## src/sv/cddu_pkg.sv

```systemverilog
package cddu_pkg;

	localparam int unsigned LAST_YEAR = 16383;

	localparam int YEAR_W = 14;
	localparam int MONTH_W = 4;
	localparam int DAY_W = 5;
	localparam int DOY_W = 9;
	localparam int DNUM_W = 23;
	localparam int RESULT_W = 24;

	// floor(x / 100) = (x * RECIP_100) >> 19 and floor(x / 400) = (x * RECIP_100) >> 21,
	// exact for x below 43690
	localparam logic [12:0] RECIP_100 = 13'd5243;
	localparam int SHIFT_100 = 19;
	localparam int SHIFT_400 = 21;

	typedef enum logic [1:0] {
		MODE_DIFF    = 2'd0,
		MODE_WEEKDAY = 2'd1,
		MODE_DOY     = 2'd2
	} mode_t;

	// stage advance enables handed to the date units
	typedef struct packed {
		logic s2;
		logic s3;
	} adv_t;

	function automatic logic [DOY_W-1:0] days_before_month(input logic [3:0] mi);
		logic [DOY_W-1:0] d;
		case (mi)
			4'd0:    d = 9'd0;
			4'd1:    d = 9'd31;
			4'd2:    d = 9'd59;
			4'd3:    d = 9'd90;
			4'd4:    d = 9'd120;
			4'd5:    d = 9'd151;
			4'd6:    d = 9'd181;
			4'd7:    d = 9'd212;
			4'd8:    d = 9'd243;
			4'd9:    d = 9'd273;
			4'd10:   d = 9'd304;
			default: d = 9'd334;
		endcase
		return d;
	endfunction

endpackage

```

## src/sv/cddu_day_number.sv

```systemverilog
module cddu_day_number (
	input  logic                                clk,
	input  cddu_pkg::adv_t                      adv,
	input  logic [cddu_pkg::YEAR_W-1:0]         year,
	input  logic [cddu_pkg::MONTH_W-1:0]        month,
	input  logic [cddu_pkg::DAY_W-1:0]          day,
	output logic [cddu_pkg::DNUM_W-1:0]         day_number,
	output logic [cddu_pkg::DOY_W-1:0]          day_of_year
);

	logic [cddu_pkg::YEAR_W-1:0] y;
	logic [3:0]                  mi;
	logic [cddu_pkg::DOY_W-1:0]  doy_base;
	logic [14:0]                 y_p3;
	logic [14:0]                 y_p99;
	logic [14:0]                 y_p399;
	logic [27:0]                 prod_c100;
	logic [27:0]                 prod_f100;
	logic [27:0]                 prod_c400;
	logic [27:0]                 prod_f400;

	logic [cddu_pkg::YEAR_W-1:0] y_s2;
	logic [cddu_pkg::DOY_W-1:0]  doy_base_s2;
	logic                        late_s2;
	logic [12:0]                 c4_s2;
	logic [7:0]                  c100_s2;
	logic [7:0]                  f100_s2;
	logic [5:0]                  c400_s2;
	logic [5:0]                  f400_s2;

	logic                        leap;
	logic [12:0]                 leaps;
	logic [cddu_pkg::DOY_W-1:0]  doy;
	logic [cddu_pkg::DNUM_W-1:0] dnum;

	always_comb begin
		if (32'(year) > cddu_pkg::LAST_YEAR) begin
			y = cddu_pkg::YEAR_W'(cddu_pkg::LAST_YEAR);
		end else begin
			y = year;
		end
		if (month == 4'd0) begin
			mi = 4'd0;
		end else if (month > 4'd12) begin
			mi = 4'd11;
		end else begin
			mi = month - 4'd1;
		end
		doy_base = cddu_pkg::days_before_month(mi) + cddu_pkg::DOY_W'(day);
		y_p3   = 15'(y) + 15'd3;
		y_p99  = 15'(y) + 15'd99;
		y_p399 = 15'(y) + 15'd399;
		prod_c100 = 28'(y_p99) * 28'(cddu_pkg::RECIP_100);
		prod_f100 = 28'(y) * 28'(cddu_pkg::RECIP_100);
		prod_c400 = 28'(y_p399) * 28'(cddu_pkg::RECIP_100);
		prod_f400 = 28'(y) * 28'(cddu_pkg::RECIP_100);
	end

	always_ff @(posedge clk) begin
		if (adv.s2) begin
			y_s2        <= y;
			doy_base_s2 <= doy_base;
			late_s2     <= (mi >= 4'd2);
			c4_s2       <= y_p3[14:2];
			c100_s2     <= prod_c100[cddu_pkg::SHIFT_100 +: 8];
			f100_s2     <= prod_f100[cddu_pkg::SHIFT_100 +: 8];
			c400_s2     <= prod_c400[cddu_pkg::SHIFT_400 +: 6];
			f400_s2     <= prod_f400[cddu_pkg::SHIFT_400 +: 6];
		end
	end

	// a year is a multiple of 100 (400) exactly when its ceiling and floor quotients agree
	always_comb begin
		leap  = (y_s2[1:0] == 2'd0) && ((c100_s2 != f100_s2) || (c400_s2 == f400_s2));
		leaps = c4_s2 - 13'(c100_s2) + 13'(c400_s2);
		doy   = doy_base_s2 + cddu_pkg::DOY_W'(late_s2 && leap);
		dnum  = cddu_pkg::DNUM_W'(y_s2) * cddu_pkg::DNUM_W'(365)
		      + cddu_pkg::DNUM_W'(leaps) + cddu_pkg::DNUM_W'(doy);
	end

	always_ff @(posedge clk) begin
		if (adv.s3) begin
			day_number  <= dnum;
			day_of_year <= doy;
		end
	end

endmodule

```

## src/sv/calendar_day_difference_unit.sv

```systemverilog
// Proleptic Gregorian date unit. Each transaction carries a mode in tuser and two
// dates A and B in tdata; the result transaction carries the signed day count A - B
// (mode 0), the weekday of A with Monday = 1 .. Sunday = 7 (mode 1), or the day of
// year of A (mode 2); mode 3 returns 0. Months outside 1..12 clamp to January or
// December, and a day past the month end is counted on linearly. The unit takes one
// transaction per clock unless the output is stalled; the result passes through four
// register levels: input, divider quotients, day numbers and result. Back-pressure on
// the output holds a stage only while every stage after it is occupied, so empty
// stages still close up behind a stalled result.
module calendar_day_difference_unit (
	input  logic        clk,
	input  logic        arst_n,
	input  logic        s_axis_tvalid,
	output logic        s_axis_tready,
	// year_a[13:0], month_a[17:14], day_a[22:18], year_b[36:23], month_b[40:37],
	// day_b[45:41], zero fill [47:46]
	input  logic [47:0] s_axis_tdata,
	// mode[1:0]
	input  logic [1:0]  s_axis_tuser,
	output logic        m_axis_tvalid,
	input  logic        m_axis_tready,
	// result[23:0], signed
	output logic [23:0] m_axis_tdata
);

	logic                              v1_q, v2_q, v3_q, out_valid_q;
	logic                              mv_out, mv3, mv2, mv1;
	cddu_pkg::adv_t                    adv;

	cddu_pkg::mode_t                   mode_s1, mode_s2, mode_s3;
	logic [cddu_pkg::YEAR_W-1:0]       year_a_s1, year_b_s1;
	logic [cddu_pkg::MONTH_W-1:0]      month_a_s1, month_b_s1;
	logic [cddu_pkg::DAY_W-1:0]        day_a_s1, day_b_s1;

	logic [cddu_pkg::DNUM_W-1:0]       na, nb;
	logic [cddu_pkg::DOY_W-1:0]        doy_a, doy_b;

	logic signed [cddu_pkg::RESULT_W-1:0] diff;
	logic [cddu_pkg::RESULT_W-1:0]     wk_arg;
	logic [2:0]                        weekday;
	logic [cddu_pkg::RESULT_W-1:0]     result;
	logic [cddu_pkg::RESULT_W-1:0]     result_q;

	// 8 = 1 (mod 7): fold octal digits
	function automatic logic [2:0] mod7(input logic [23:0] x);
		logic [5:0] s;
		logic [3:0] t;
		logic [2:0] r;
		s = '0;
		for (int i = 0; i < 8; i++) begin
			s = s + 6'(x[3*i +: 3]);
		end
		t = 4'(s[5:3]) + 4'(s[2:0]);
		if (t >= 4'd14) begin
			r = 3'(t - 4'd14);
		end else if (t >= 4'd7) begin
			r = 3'(t - 4'd7);
		end else begin
			r = t[2:0];
		end
		return r;
	endfunction

	assign mv_out = !out_valid_q || m_axis_tready;
	assign mv3    = !v3_q || mv_out;
	assign mv2    = !v2_q || mv3;
	assign mv1    = !v1_q || mv2;
	assign adv.s2 = mv2;
	assign adv.s3 = mv3;

	assign s_axis_tready = mv1;

	always_ff @(posedge clk or negedge arst_n) begin
		if (!arst_n) begin
			v1_q        <= 1'b0;
			v2_q        <= 1'b0;
			v3_q        <= 1'b0;
			out_valid_q <= 1'b0;
		end else begin
			if (mv1) v1_q <= s_axis_tvalid;
			if (mv2) v2_q <= v1_q;
			if (mv3) v3_q <= v2_q;
			if (mv_out) out_valid_q <= v3_q;
		end
	end

	always_ff @(posedge clk) begin
		if (mv1) begin
			mode_s1    <= cddu_pkg::mode_t'(s_axis_tuser);
			year_a_s1  <= s_axis_tdata[13:0];
			month_a_s1 <= s_axis_tdata[17:14];
			day_a_s1   <= s_axis_tdata[22:18];
			year_b_s1  <= s_axis_tdata[36:23];
			month_b_s1 <= s_axis_tdata[40:37];
			day_b_s1   <= s_axis_tdata[45:41];
		end
		if (mv2) mode_s2 <= mode_s1;
		if (mv3) mode_s3 <= mode_s2;
		if (mv_out) result_q <= result;
	end

	cddu_day_number u_date_a (
		.clk         (clk),
		.adv         (adv),
		.year        (year_a_s1),
		.month       (month_a_s1),
		.day         (day_a_s1),
		.day_number  (na),
		.day_of_year (doy_a)
	);

	cddu_day_number u_date_b (
		.clk         (clk),
		.adv         (adv),
		.year        (year_b_s1),
		.month       (month_b_s1),
		.day         (day_b_s1),
		.day_number  (nb),
		.day_of_year (doy_b)
	);

	always_comb begin
		diff    = $signed({1'b0, na}) - $signed({1'b0, nb});
		// day number 1 (0-01-01) is a Saturday, weekday 6
		wk_arg  = cddu_pkg::RESULT_W'(na) + cddu_pkg::RESULT_W'(4);
		weekday = mod7(wk_arg) + 3'd1;
		case (mode_s3)
			cddu_pkg::MODE_DIFF:    result = diff;
			cddu_pkg::MODE_WEEKDAY: result = cddu_pkg::RESULT_W'(weekday);
			cddu_pkg::MODE_DOY:     result = cddu_pkg::RESULT_W'(doy_a);
			default:                result = '0;
		endcase
	end

	assign m_axis_tvalid = out_valid_q;
	assign m_axis_tdata  = result_q;

	a_full_when_stalled: assert property (@(posedge clk) disable iff (!arst_n)
		!s_axis_tready |-> (v1_q && v2_q && v3_q && out_valid_q))
		else $error("input stalled while a pipeline stage is empty");

	a_weekday_range: assert property (@(posedge clk) disable iff (!arst_n)
		(v3_q && mode_s3 == cddu_pkg::MODE_WEEKDAY) |-> (weekday != 3'd0))
		else $error("weekday out of range");

	a_doy_range: assert property (@(posedge clk) disable iff (!arst_n)
		v3_q |-> (doy_a <= 9'd366 && doy_b <= 9'd366))
		else $error("day of year out of range");

	a_result_load: assert property (@(posedge clk) disable iff (!arst_n)
		(v3_q && mv_out) |=> (out_valid_q && m_axis_tdata == $past(result)))
		else $error("result register missed a completed item");

endmodule

```

## config.mk

```make
export PLATFORM = sky130hd
export DESIGN_NAME = calendar_day_difference_unit
export DESIGN_NICKNAME = d
export VERILOG_FILES = /design/src/sv/cddu_pkg.sv /design/src/sv/cddu_day_number.sv /design/src/sv/calendar_day_difference_unit.sv
export SDC_FILE = /design/constraint.sdc
export NUM_CORES = 2
export LEC_CHECK = 0
export ABC_AREA = 1
export BUFFER_PORTS_ARGS = -buffer_cell sky130_fd_sc_hd__buf_2
export CORE_MARGIN = 2
export CORE_UTILIZATION = 40
export CTS_BUF_LIST = sky130_fd_sc_hd__clkbuf_2 sky130_fd_sc_hd__clkbuf_4 sky130_fd_sc_hd__clkbuf_8
export DETAILED_ROUTE_END_ITERATION = 16
export SLEW_MARGIN = 15
export SYNTH_ARGS = -nofsm -noshare
export SYNTH_HDL_FRONTEND = slang
export SYNTH_SLANG_ARGS = --single-unit
```

## constraint.sdc

```tcl
create_clock -name clk -period 14.5 [get_ports clk]
set_input_delay 1.45 -clock clk [delete_from_list [all_inputs] [get_ports clk]]
set_output_delay 1.45 -clock clk [all_outputs]
set_load 0.05 [all_outputs]
```

# --- Word level (Yosys, flattened, before mapping) ---
# Memory sizes are Yosys's and may differ from the RTL's.
# Cells that the tools add are included.
classes:
  add_sub_neg: 33
  n_mul: 8
  div_mod_pow: 0
  magnitude_cmp: 6
  n_eq_ne: 6
  shifts: 0
  muxes: 7
  bitwise: 0
  reduce_logical: 19
ops:
  columns: ["operator", "n"]
  rows:
  - ["$mul A15 B13 Y27 const B", 4]
  - ["$pmux W24 S3", 1]
  - ["$mul A14 B13 Y27 const B", 2]
  - ["$add A23 B13 Y23", 2]
  - ["$add A23 B9 Y23", 2]
  - ["$mul A14 B9 Y23 const B", 2]
  - ["$add A14 B2 Y15 const B", 2]
  - ["$add A14 B7 Y15 const B", 2]
  - ["$add A14 B9 Y15 const B", 2]
  - ["$add A13 B6 Y13", 2]
  - ["$sub A13 B8 Y13", 2]
  - ["$add A23 B3 Y24 const B", 1]
  - ["$add A6 B3 Y6", 4]
  - ["$sub A23 B23 Y24", 1]
  - ["$add A9 B1 Y9", 2]
  - ["$add A9 B5 Y9", 2]
  - ["$mux W4", 4]
  - ["$ne A8 B8 Y1", 2]
  - ["$eq A6 B6 Y1", 2]
  - ["$add A3 B3 Y4", 2]
  - ["$ge A4 B2 Y1 const B", 2]
  - ["$gt A4 B4 Y1 const B", 2]
  - ["$logic_not A4 Y1", 2]
  - ["$sub A4 B1 Y4 const B", 2]
  - ["13 further kinds", 28]
word_totals:
  ff_bits: 265
  latchBits: 0
  ramBits: 0
  romBits: 288
  in_bits: 54
  out_inout_bits: 26
  wordCells: 114
  memories: 2
mem_list:
  columns: ["memory", "words", "word_bits", "read_ports", "rd_clocked_by_memory_dff", "wr", "line", "rtl"]
  rows:
  - ["(name not given)", 16, 9, 1, 0, 0, "cddu_pkg.sv:32", "case (mi)"]
  - ["(name not given)", 16, 9, 1, 0, 0, "cddu_pkg.sv:32", null]

# --- Logic depth before layout (Yosys ltp) ---
logic_depth:
  depth_word: 14
  ltp_mapped: 31
  depth_no_buf: 31

# --- Modules after synthesis ---
# From an unflattened synthesis, not the netlist that was laid out.
unflattened:
  cells_unflattened: 5503
  area_unflattened_um2: 46861.2
by_module_without_submodules:
  columns: ["mod", "instances", "cells_each", "area_per_inst_um2", "seq_area_each_um2"]
  rows:
  - ["cddu_day_number at u_date_a", 1, 2436, 20737.4, 2732.6]
  - ["cddu_day_number at u_date_b", 1, 2425, 20661.1, 2732.6]
  - ["calendar_day_difference_unit", 1, 642, 5462.7, 2382.3]

# --- Worst setup path before layout ---
# Ideal clock, no wire load.
synth_path:
  kind: "input-to-output"
  from: "input port m_axis_tready"
  to: "output port s_axis_tready"
  arrival_time_ns: 4.827
  t_required_ns: 13.050
  slack_ns: 8.223
  path_stages: 6
  n_path_buf: 0
  path_cell_list: "nor2_1 > inv_1 > nor2_1 > inv_1 > nor2_1 > nand2_1"
synth_via:
  elab_chain_cells: 4
synth_rtl:
  columns: ["item", "line", "rtl"]
  rows:
  - ["start: declaration", "calendar_day_difference_unit.sv:21", "input logic m_axis_tready,"]
  - ["$logic_or A1 B1 Y1", "calendar_day_difference_unit.sv:64", "assign mv_out = !out_valid_q || m_axis_tready;"]
  - ["via mv_out", "calendar_day_difference_unit.sv:27", "logic mv_out, mv3, mv2, mv1;"]
  - ["$logic_or A1 B1 Y1", "calendar_day_difference_unit.sv:65", "assign mv3 = !v3_q || mv_out;"]
  - ["via mv3", "calendar_day_difference_unit.sv:27", null]
  - ["$logic_or A1 B1 Y1", "calendar_day_difference_unit.sv:66", "assign mv2 = !v2_q || mv3;"]
  - ["$logic_or A1 B1 Y1", "calendar_day_difference_unit.sv:67", "assign mv1 = !v1_q || mv2;"]
  - ["end: declaration", "calendar_day_difference_unit.sv:14", "output logic s_axis_tready,"]
# The timed path passes the listed nets, and every way through them passes these cells.

# --- Worst setup path in the final report ---
layout_path:
  from: "register year_b_s1[0] (netlist name)"
  to: "register u_date_b.c400_s2[2] (data pin)"
layout_via:
  elab_chain_cells: 2
layout_rtl:
  columns: ["item", "line", "rtl"]
  rows:
  - ["start: declaration", "calendar_day_difference_unit.sv:31", "logic [cddu_pkg::YEAR_W-1:0] year_a_s1, year_b_s1;"]
  - ["start signal: assignment", "calendar_day_difference_unit.sv:93", "year_b_s1 <= s_axis_tdata[36:23];"]
  - ["$add A14 B9 Y15", "cddu_day_number.sv:52", "y_p399 = 15'(y) + 15'd399;"]
  - ["$mul A15 B13 Y27", "cddu_day_number.sv:55", "prod_c400 = 28'(y_p399) * 28'(cddu_pkg::RECIP_100);"]
  - ["via u_date_b.prod_c400[23]", "cddu_day_number.sv:19", "logic [27:0] prod_c400;"]
  - ["end signal: assignment", "cddu_day_number.sv:67", "c400_s2 <= prod_c400[cddu_pkg::SHIFT_400 +: 6];"]
  - ["end: declaration", "cddu_day_number.sv:28", "logic [5:0] c400_s2;"]
# The timed path passes the listed nets, and every way through them passes these cells.
# A chain may end at the register's enable or synchronous reset.

==> results.toml <==
[logic_synthesis]
ys_top_cells_by_count = "inv_1 (1361), ha_1 (864), nand2_1 (763), fa_1 (552), nor2_1 (288)"
synth_top_area_frac = 0.2428
postSynthAreaPerCell_um2 = 8.759
ys.flop_type = "edfxtp_1"
synth_seq_cells = 253
yosysMostFrequentCell = "inv_1"
yosysWarnings = 0
synthTopCellsByArea = "fa_1 (24%), ha_1 (24%), edfxtp_1 (16%)"
postSynth.asyncResetShare = 0.01581
syn-num-nets = 6666
synth_cell_types = 52
synth_edf_count = 249
yosysSeqAreaShare = 0.1665
synth_area_leader_cell = "fa_1"
syn_inst = 5196
netlist_area_um2 = 45510

[critical_path]
r2r_end = "u_date_b.c400_s2[2]"
crit_arrival_ns = 7.49
crit_required_ns = 14.98
start_kind = "register"
worstPathMaxFanout = 10
regToRegStartpoint = "year_b_s1[0]"
end_kind = "register"
reg2regPathDepth = 23
slowest_stage = "edfxtp_1"
reg2reg_slack_ns = 7.49
crit_chain = "inv_1 > ha_1 > inv_1 > nand2_1 > nand2_1 > nand4_1 > nand3_1 > xor2_1 > inv_1 > fa_1 > inv_1 > ha_1 > fa_1 > inv_1 > fa_1 > fa_1 > inv_1 > ha_1 > nand2_1 > nor3_1 > nand4_1 > nand3_1 > xor2_1"
crit_path_max_incr_delay_ns = 0.59
path_class = "register to register"
crit_path_frequent_cell = "inv_1"

[routing]
ant_nets = 0
drc = 0
drtIter0Drc = 1777
drt-wirelength-per-cell_um = 15.54
routed_wl_um = 106700
first_pass_iters = 5
vias = 33177
vias_per_cell = 4.831

[min_path]
min_to = "mode_s3[1]"
hold_class = "register to register"
holdPathStages = 0
worstHoldStart = "mode_s2[1]"

[global_routing]
grt_use_total = 0.1903
overflow = 0
first_global_vias = 34528
grt_pass1_wl_um = 178600
grt_max_degree = 68
grt_antenna_before_repair = 3

[clock_tree]
clockRootBuffer = "clkbuf_8"
cts_sinks = 253
cts_setup_buffers = 0
clk-insertion-delay-late_ns = 0.69
cts_tree = "yes"
clock_path_buffers = 3
h-tree-depth = 2
postCtsHoldBufs = 0
postCtsResizedCells = 0
path_clk_slew_ns = 0.06
cts_buffers = 49

[timing]
clock.fmax_ghz = 0.1426
slew_viol_final = 0
period_share = 0.4837
setup_viol = 0
finClkSkew_ns = 0.02908
rsz0062_at_grt = "no"
worst_slack_ns = 7.486
period_needed_ns = 7.014
hold_viol = 0
relSlewSlack = 0.3097
fin_setup_tns_ns = 0
worstMarginPinSlew_ns = 1.032

[final_layout]
multi_input_area_um2 = 32770
layout.nets = 6797
drive_gt1_frac = 0.04344
n_fill_cell = 11163
regArea_um2 = 7577
synthToLayoutAreaGrowth_pct = 7.393

[placement]
place_ws_ns = 7.470
hpwl_um = 93590
globalplace.congestion = 0.9161
portBuffers = 77

[floorplan]
die_height_um = 341.3
die_w_um = 341.3
placementRows = 123
pin_count = 80
die_area_um2 = 116500
start_util = 0.4040
core-area_um2 = 112700

[job]
maxCapViolCount = 0

[run_status]
status = "finished, final reports clean"
[metrics by stage]
stage / cell area (µm²) / utilization / instances / hold WS, ns
after CTS: 48870 / 0.4338 / 6864 / 0.4179
after detailed placement: 47820 / 0.4245 / 6776 / 0.4045
after global routing: 48870 / 0.4338 / 6865 / 0.4319
after floorplan: 45510 / - / 5196 / 0.4003
final: 48870 / 0.4338 / 6867 / 0.4171
after global placement: 47820 / 0.4245 / 6776 / 0.4029
[flip-flops by register name, summed over array words and instances, names as in the netlist, 4 cells and up]
register / flops
day_a_s1: 5
u_date_a.day_number: 23
u_date_a.doy_base_s2: 9
month_b_s1: 4
u_date_b.c100_s2: 8
u_date_a.day_of_year: 9
u_date_a.f400_s2: 6
u_date_b.c400_s2: 6
year_b_s1: 14
u_date_b.day_number: 23
day_b_s1: 5
u_date_b.y_s2: 14
u_date_a.y_s2: 14
u_date_b.f400_s2: 6
m_axis_tdata: 24
u_date_a.c400_s2: 6
u_date_b.c4_s2: 13
u_date_a.c100_s2: 8
u_date_b.doy_base_s2: 9
u_date_a.c4_s2: 13
month_a_s1: 4
year_a_s1: 14
[worst max path at each step]
stage,slack [ns],end,startpoint
6_report,7.49,u_date_b.c400_s2[2],year_b_s1[0]
5_1_grt,6.89,u_date_b.c100_s2[5],year_b_s1[0]
4_1_cts,7.45,u_date_b.c400_s2[2],year_b_s1[0]
3_5_place_dp,7.47,u_date_b.c100_s2[7],year_b_s1[0]
3_3_place_gp,7.52,u_date_b.c100_s2[7],year_b_s1[0]
2_1_floorplan,8.22,s_axis_tready,m_axis_tready
[final cells by class]
class                      count  share of cell area
antenna                        3           0.0001536
sequential                   253              0.1550
clock buffer                  60             0.01613
tap                         1500             0.03840
multi-input combinational   3569              0.6705
timing repair buffer          86            0.009267
clock inverter                28            0.005350
inverter                    1368              0.1052
[routing by layer]
metal  global-route usage  vias up  part of all wire
met5                    0        -           0.00025
met4              0.04286        4             0.021
met3              0.01606      129             0.036
met2               0.3099      601              0.45
met1               0.2747    15780              0.49
li1                     -    16663                 -
[cell families after synthesis]
kind of cell / Yosys count / share of synthesized area
adder cells (fa/ha/maj): 1416 / 0.4804
XOR/XNOR: 207 / 0.03984
AND/OR/NAND/NOR: 1460 / 0.1382
AO/OA/AOI/OAI: 486 / 0.06156
buffers and inverters: 1374 / 0.1136
flip-flops: 253 / 0.1665
[critical path, delay by kind of cell (launching register included)]
| family | cells | cell delay, ns |
|---|---|---|
| XOR/XNOR | 2 | 0.83 |
| adder cells (fa/ha/maj) | 7 | 3.13 |
| buffers and inverters | 6 | 1.02 |
| flip-flops | 1 | 0.59 |
| AND/OR/NAND/NOR | 8 | 1.21 |
[cell usage in the layout (no fill, tap or decap), types with 4 or more instances in the layout]
cell type  Yosys  layout
inv_1       1361    1359
ha_1         864     864
nand2_1      763     762
fa_1         552     552
nor2_1       288     288
edfxtp_1     249     249
a21oi_1      228     228
nand3_1      216     216
xor2_1       154     154
o21ai_0      114     114
nand4_1       83      83
buf_2          2      77
clkbuf_8       0      54
xnor2_1       53      53
nor3_1        49      49
o21bai_1      41      41
a21o_1        29      29
a21boi_0      17      17
a31oi_1       14      14
nand2_2       11      11
nand3b_1      11      11
o21ai_2       10      10
or2_2         10      10
clkinv_2       0       9
buf_4          0       9
nor2_4         7       7
o21a_1         7       7
o22ai_1        7       7
inv_2          5       6
clkinv_4       0       6
clkbuf_4       0       6
clkinv_1       1       5
a21oi_2        4       4
nor4_1         4       4
dfrtp_1        4       4
Power is not shown: default switching activity piles up to over one toggle a cycle in this logic, so the estimate is an artifact.
